File: src/rtl/assert_macros.svh
// Assertion macros shared by the RTL.
`ifndef ASSERT_MACROS_SVH
`define ASSERT_MACROS_SVH

`ifndef ASSERT_OFF

// Property that must hold at every rising clock edge outside reset.
`define ASSERT_AT_CLK(name, clock, reset, prop, msg) \
  name: assert property (@(posedge clock) disable iff (reset) prop) else $error(msg);

// Condition that must never be seen at a rising clock edge outside reset.
`define ASSERT_NEVER(name, clock, reset, cond, msg) \
  name: assert property (@(posedge clock) disable iff (reset) !(cond)) else $error(msg);

`else

`define ASSERT_AT_CLK(name, clock, reset, prop, msg)
`define ASSERT_NEVER(name, clock, reset, cond, msg)

`endif

`endif

File: src/rtl/sss_pkg.sv
package sss_pkg;

  typedef enum logic {
    REQ_INSERT = 1'b0,
    REQ_REMOVE = 1'b1
  } req_t;

  typedef enum logic [1:0] {
    STATUS_DONE    = 2'd0,
    STATUS_REFUSED = 2'd1,
    STATUS_FULL    = 2'd2
  } status_t;

  typedef enum logic {
    ST_IDLE   = 1'b0,
    ST_SEARCH = 1'b1
  } state_t;

  typedef struct packed {
    logic               advance;
    logic               commit;
    logic               ins_wr;
    logic               rem_wr;
    logic               desc;
    logic signed [31:0] x;
  } cell_ctl_t;

endpackage

File: src/rtl/sss_cell.sv
module sss_cell (
  input  logic                clk,
  input  logic                rst,
  input  sss_pkg::cell_ctl_t  ctl,
  input  logic                pass_in,
  input  logic signed [31:0]  left_value,
  input  logic                left_occ,
  input  logic signed [31:0]  right_value,
  input  logic                right_occ,
  output logic signed [31:0]  cell_value,
  output logic                occ,
  output logic                pass_out,
  output logic                stop,
  output logic                hit
);
  import sss_pkg::*;

  logic probe;
  logic passed;
  logic lies_before;

  assign lies_before = ctl.desc ? (cell_value > ctl.x) : (cell_value < ctl.x);
  assign pass_out    = probe & occ & lies_before;
  assign stop        = probe & ~pass_out;
  assign hit         = stop & occ & (cell_value == ctl.x);

  always_ff @(posedge clk) begin
    if (rst) begin
      probe  <= 1'b0;
      passed <= 1'b0;
    end else if (ctl.commit) begin
      probe  <= 1'b0;
      passed <= 1'b0;
    end else if (ctl.advance) begin
      probe  <= pass_in;
      passed <= passed | pass_out;
    end
  end

  always_ff @(posedge clk) begin
    if (rst) begin
      occ <= 1'b0;
    end else if (ctl.ins_wr && !passed) begin
      occ <= probe ? 1'b1 : left_occ;
    end else if (ctl.rem_wr && !passed) begin
      occ <= right_occ;
    end
  end

  always_ff @(posedge clk) begin
    if (ctl.ins_wr && !passed) begin
      cell_value <= probe ? ctl.x : left_value;
    end else if (ctl.rem_wr && !passed) begin
      cell_value <= right_value;
    end
  end

endmodule

File: src/rtl/sorted_set_insert_remove.sv
// Channel  | Signals                         | Direction
// ---------+---------------------------------+----------
// request  | in_valid in_ready req_type value | in
// result   | out_valid out_ready status       | out
//          |   entry_count                    |
// config   | cfg_valid cfg_ready cfg_data     | in
//
// A request walks the cell chain one cell per cycle from the front until it
// stops at cell pos; the cells and the result register update when the
// search has stopped and the result register is free, and in_ready rises
// the cycle after.
// One request is in progress at a time; in_ready is high only when idle.
// A stalled result holds the search at its stop cell until the transfer.
// Reset is synchronous and empties the set; descending resets to 1.
`include "assert_macros.svh"

module sorted_set_insert_remove #(
  parameter int CAPACITY = 32
) (
  input  logic               clk,
  input  logic               rst,
  input  logic               in_valid,
  output logic               in_ready,
  input  logic               req_type,
  input  logic signed [31:0] value,
  output logic               out_valid,
  input  logic               out_ready,
  output logic [1:0]         status,
  output logic [5:0]         entry_count,
  input  logic               cfg_valid,
  output logic               cfg_ready,
  input  logic               cfg_data
);
  import sss_pkg::*;

  localparam int CW = $clog2(CAPACITY + 1);

  state_t             state;
  state_t             state_next;
  logic               descending;
  logic               req_remove;
  logic signed [31:0] x_reg;
  logic [CW-1:0]      count;
  logic [CW-1:0]      count_next;
  cell_ctl_t          ctl;
  logic               advance;
  logic               commit;
  logic               ins_wr;
  logic               rem_wr;

  logic                  start;
  logic                  stop_any;
  logic                  hit_any;
  logic                  full;
  logic                  out_free;
  status_t               status_next;
  logic signed [31:0]    value_w [CAPACITY];
  logic [CAPACITY-1:0]   occ_w;
  logic [CAPACITY:0]     pass_w;
  logic [CAPACITY-1:0]   stop_w;
  logic [CAPACITY-1:0]   hit_w;

  assign cfg_ready = 1'b1;
  assign start     = in_valid & in_ready;
  assign out_free  = ~out_valid | out_ready;
  assign stop_any  = (|stop_w) | pass_w[CAPACITY];
  assign hit_any   = |hit_w;
  assign full      = (count == CW'(CAPACITY));
  assign pass_w[0] = start;

  always_ff @(posedge clk) begin
    if (rst) begin
      descending <= 1'b1;
    end else if (cfg_valid && cfg_ready) begin
      descending <= cfg_data;
    end
  end

  always_ff @(posedge clk) begin
    if (start) begin
      req_remove <= (req_type == REQ_REMOVE);
      x_reg      <= value;
    end
  end

  always_ff @(posedge clk) begin
    if (rst) begin
      state <= ST_IDLE;
    end else begin
      state <= state_next;
    end
  end

  always_comb begin
    state_next = state;
    case (state)
      ST_IDLE: begin
        if (start) begin
          state_next = ST_SEARCH;
        end
      end
      ST_SEARCH: begin
        if (stop_any && out_free) begin
          state_next = ST_IDLE;
        end
      end
      default: state_next = ST_IDLE;
    endcase
  end

  always_comb begin
    in_ready = 1'b0;
    advance  = 1'b0;
    commit   = 1'b0;
    case (state)
      ST_IDLE: begin
        in_ready = 1'b1;
        advance  = start;
      end
      ST_SEARCH: begin
        advance = ~stop_any;
        commit  = stop_any & out_free;
      end
      default: begin
        in_ready = 1'b0;
      end
    endcase
  end

  always_comb begin
    if (req_remove) begin
      status_next = hit_any ? STATUS_DONE : STATUS_REFUSED;
    end else if (hit_any) begin
      status_next = STATUS_REFUSED;
    end else if (full) begin
      status_next = STATUS_FULL;
    end else begin
      status_next = STATUS_DONE;
    end
  end

  assign ins_wr = commit & ~req_remove & ~hit_any & ~full;
  assign rem_wr = commit & req_remove & hit_any;
  assign ctl    = '{advance: advance, commit: commit, ins_wr: ins_wr,
                    rem_wr: rem_wr, desc: descending, x: x_reg};

  always_comb begin
    count_next = count;
    if (ins_wr) begin
      count_next = count + CW'(1);
    end else if (rem_wr) begin
      count_next = count - CW'(1);
    end
  end

  always_ff @(posedge clk) begin
    if (rst) begin
      count <= '0;
    end else begin
      count <= count_next;
    end
  end

  always_ff @(posedge clk) begin
    if (rst) begin
      out_valid <= 1'b0;
    end else if (commit) begin
      out_valid <= 1'b1;
    end else if (out_ready) begin
      out_valid <= 1'b0;
    end
  end

  always_ff @(posedge clk) begin
    if (commit) begin
      status      <= status_next;
      entry_count <= 6'(count_next);
    end
  end

  genvar i;
  generate
    for (i = 0; i < CAPACITY; i++) begin : g_cell
      logic signed [31:0] left_value;
      logic               left_occ;
      logic signed [31:0] right_value;
      logic               right_occ;

      if (i == 0) begin : g_first
        assign left_value = '0;
        assign left_occ   = 1'b0;
      end else begin : g_mid_left
        assign left_value = value_w[i-1];
        assign left_occ   = occ_w[i-1];
      end

      if (i == CAPACITY - 1) begin : g_last
        assign right_value = '0;
        assign right_occ   = 1'b0;
      end else begin : g_mid_right
        assign right_value = value_w[i+1];
        assign right_occ   = occ_w[i+1];
      end

      sss_cell u_cell (
        .clk         (clk),
        .rst         (rst),
        .ctl         (ctl),
        .pass_in     (pass_w[i]),
        .left_value  (left_value),
        .left_occ    (left_occ),
        .right_value (right_value),
        .right_occ   (right_occ),
        .cell_value  (value_w[i]),
        .occ         (occ_w[i]),
        .pass_out    (pass_w[i+1]),
        .stop        (stop_w[i]),
        .hit         (hit_w[i])
      );
    end
  endgenerate

  `ASSERT_AT_CLK(a_single_stop, clk, rst, $onehot0(stop_w), "more than one cell stopped")
  `ASSERT_NEVER(a_count_range, clk, rst, count > CW'(CAPACITY), "entry count above capacity")
  `ASSERT_NEVER(a_idle_quiet, clk, rst, (state == ST_IDLE) && stop_any, "search active while idle")
  `ASSERT_AT_CLK(a_full_status, clk, rst, out_valid && status == STATUS_FULL |-> full, "full with room")

endmodule

File: config.mk
export PLATFORM = sky130hd
export DESIGN_NAME = sorted_set_insert_remove
export DESIGN_NICKNAME = d
export VERILOG_FILES = /design/src/rtl/sss_pkg.sv /design/src/rtl/sss_cell.sv /design/src/rtl/sorted_set_insert_remove.sv
export VERILOG_INCLUDE_DIRS = /design/src /design/src/rtl
export SDC_FILE = /design/constraint.sdc
export NUM_CORES = 2
export LEC_CHECK = 0
export BUFFER_PORTS_ARGS = -buffer_cell sky130_fd_sc_hd__buf_2
export CORE_MARGIN = 5
export CORE_UTILIZATION = 35
export DETAILED_ROUTE_END_ITERATION = 12
export GPL_TIMING_DRIVEN = 0
export PLACE_DENSITY = 0.57
export SYNTH_ARGS = -nofsm -noshare
export SYNTH_HDL_FRONTEND = slang
export SYNTH_SLANG_ARGS = --single-unit
File: constraint.sdc
create_clock -name clk -period 8 [get_ports clk]
set_input_delay 0.8 -clock clk [delete_from_list [all_inputs] [get_ports clk]]
set_output_delay 0.8 -clock clk [all_outputs]
set_load 0.01 [all_outputs]
==> results.toml <==
[routing]
wl_per_cell_um = 30.04
detail-route-antenna-nets = 0
routed-via-count = 73240
vias_per_cell = 6.163
drt-initial-drc-count = 8909
dr.pass1.iters = 6
drc_errors = 0
routed_wl_um = 356900

[setup_path]
critPathKind = "reg -> reg"
path_depth = 18
startpoint_type = "flop"
critPathRequiredTime_ns = 8.45
critPathMaxFanout = 32
slowest_stage = "or4_1"
critPathArrivalTime_ns = 8.50
critPathMaxStageDelay_ns = 0.64
worst-path-buf-inv = 6
ff2ff_path_depth = 18
worst_setup_path_end_kind = "flop"
path_cells = "buf_12 > clkbuf_2 > inv_6 > ha_1 > nand4_1 > nor2_1 > a221oi_2 > a2bb2oi_1 > o221ai_1 > or4_1 > or3_1 > nor3_4 > mux2i_1 > or3_1 > buf_2 > buf_6 > buf_6 > nor2_4"
path_delay_family = "simple AND/OR/NAND/NOR gates"

[place]
dp_hpwl_um = 274100
portBuffers = 48
place_congestion = 0.9787

[timing]
finalHoldViolations = 0
fmax_ghz = 0.1242
maxSlewHeadroom = -0.02447
rsz0062_at_grt = "no"
whs_ns = 0.1329
worstMarginPinSlew_ns = 1.537
slew_violations = 14
setup_violations = 223
fin_crit_sh = 1.007
finClkSkew_ns = 0.04797
setup_ws_ns = -0.05372
period_needed_ns = 8.054

[floorplan]
floorplan.initialDensity = 0.3513
core_area_um2 = 235000
die_x_um = 495.6
ioPinCount = 50
die-area_um2 = 245700
rows = 178
dieHeight_um = 495.6

[synth]
yosysWarnings = 0
yosys-top-cells-count = "1,274 x nand2_1, 1,065 x edfxtp_1, 1,040 x o21ai_0, 1,027 x ha_1, 1,000 x mux2i_1"
netlist.area_leader.share = 0.3874
seq_area_frac_synth = 0.4129
ys_seq_elements = 1170
synth.area.top_cells = "edfxtp_1 39%, ha_1 16%, mux2i_1 12%"
netlist_area_um2 = 82540
synth_edf_count = 1065
syn_nets = 9385
yosys.area.top_type = "edfxtp_1"
yosys_most_used_dff = "edfxtp_1"
synth_cells = 8319
synth_async_sr_flop_share = 0
yosysMostFrequentCell = "nand2_1"
avgSynthCellArea_um2 = 9.922
ys_types = 89

[layout]
nets = 9669
syn_to_final_growth_pct = 13.65
largest_register = "g_cell.u_cell.cell_value"
drive_above_1_share = 0.08417
largest_reg_flops = 1024

[power]
totalPowerFinal_mw = 15.58
powerDensity_nw_per_um2 = 166.1
leakage_nw = 34.62
peakVddDrop_mv = 0.1368

[global_routing]
antenna_found_initial = 19
gr-total-overflow = 0
grt_max_degree = 34
grt_usage = 0.2800
grt_pass1_wl_um = 502400
grt_pass1_vias = 70848

[outcome]
status = "finished, violations left"
violations = "capacitance limit, slew limit, setup timing"

[cts]
cts.sinks = 1170
clockBufferDepth = 3
clock_latency_ns = 0.85
ctsHoldBuffers = 0
clkTransAtPathRegs_ns = 0.06
cts_buffers = 142
htreeDepth = 4
clockRootBuffer = "clkbuf_16"
tritoncts = "built"

[job]
drv_cap = 2

[min_path]
hold_depth = 1
hold_class = "in -> reg"
[placed cells by master (no fill, tap or decap), drive strengths merged, types with 15 or more instances in the layout]
| cell | instances |
|---|---|
| nand2 | 1274 |
| o21ai | 1068 |
| edfxtp | 1065 |
| ha | 1027 |
| mux2i | 1000 |
| a21oi | 545 |
| clkbuf | 519 |
| nor2 | 370 |
| buf | 316 |
| nand4 | 234 |
| inv | 143 |
| nand3 | 133 |
| nor3 | 112 |
| dfxtp | 105 |
| a21o | 86 |
| nor4 | 68 |
| o211ai | 63 |
| a211oi | 56 |
| clkinv | 51 |
| or3 | 46 |
| nor2b | 36 |
| o41ai | 36 |
| nand2b | 25 |
| a221o | 24 |
| a221oi | 20 |
| o31ai | 18 |
| a2111oi | 18 |
| and3 | 17 |
| and2 | 16 |
| and4 | 15 |
| bufinv | 15 |
[per-layer routing]
metal / vias to the layer above / global-route usage / part of all wire
met5: - / 0 / 0.00018
met3: 1084 / 0.06404 / 0.099
met1: 35897 / 0.3557 / 0.39
li1: 32009 / - / -
met4: 6 / 0.1810 / 0.075
met2: 4244 / 0.4291 / 0.43
[final timing paths]
check	slack, ns	startpoint	end
setup / recovery	-0.05	x_reg[11]	g_cell[3].u_cell.cell_value[4]
hold / removal	0.13	value[27]	x_reg[27]
setup reg to reg	-0.05	x_reg[11]	g_cell[3].u_cell.cell_value[4]
hold reg to reg	0.53	g_cell[31].u_cell.occ	g_cell[31].u_cell.occ
[power breakdown]
part,switching [mW],internal [mW],total [mW]
clock,2.92,3.89,6.81
sequential,0.104,6.74,6.84
combinational,1.35,0.576,1.92
[through the flow]
stage | TNS (ns) | std cells | util | cell area (um^2) | setup slack (ns)
floorplan | 0 | 8319 | - | 82540 | 1.232
global placement | -7958.35 | 11517 | 0.3691 | 86730 | -4.892
detailed placement | -4108.62 | 11557 | 0.3738 | 87840 | -2.379
CTS | 0 | 11865 | 0.3988 | 93700 | 0.003324
global route | 0 | 11871 | 0.3991 | 93780 | 0.004323
finish | -4.865 | 11883 | 0.3992 | 93810 | -0.05372
[repair_timing]
action / 4_1_cts / 5_1_grt
resized for setup: 80 / 9
endpoints found under the setup margin: 2168 / 1355
pin swaps: 27 / 1
cloned: 25 / 1
buffers inserted: 59 / 4
[cells by family after synthesis]
family,after synthesis,synth area share
buffers and inverters,674,0.03351
adder cells (fa/ha/maj),1027,0.1557
flip-flops,1170,0.4129
multiplexers,1014,0.1232
AO/OA/AOI/OAI,2048,0.1442
XOR/XNOR,17,0.001895
AND/OR/NAND/NOR,2368,0.1285
other,1,0.00004543
[area by class of cell]
cell class              count  area [um^2]
multi-input cells        6501        46370
repair buffers            151         1942
inverters                 135        546.8
fillers                 22965       141200
diodes                     13        32.53
clock inverters            79        887.1
well taps                3150         3941
flip-flops and latches   1170        34080
clock buffers             182         3821
plain buffers             502         2185
No activity file was read; power rests on OpenSTA's default activity.
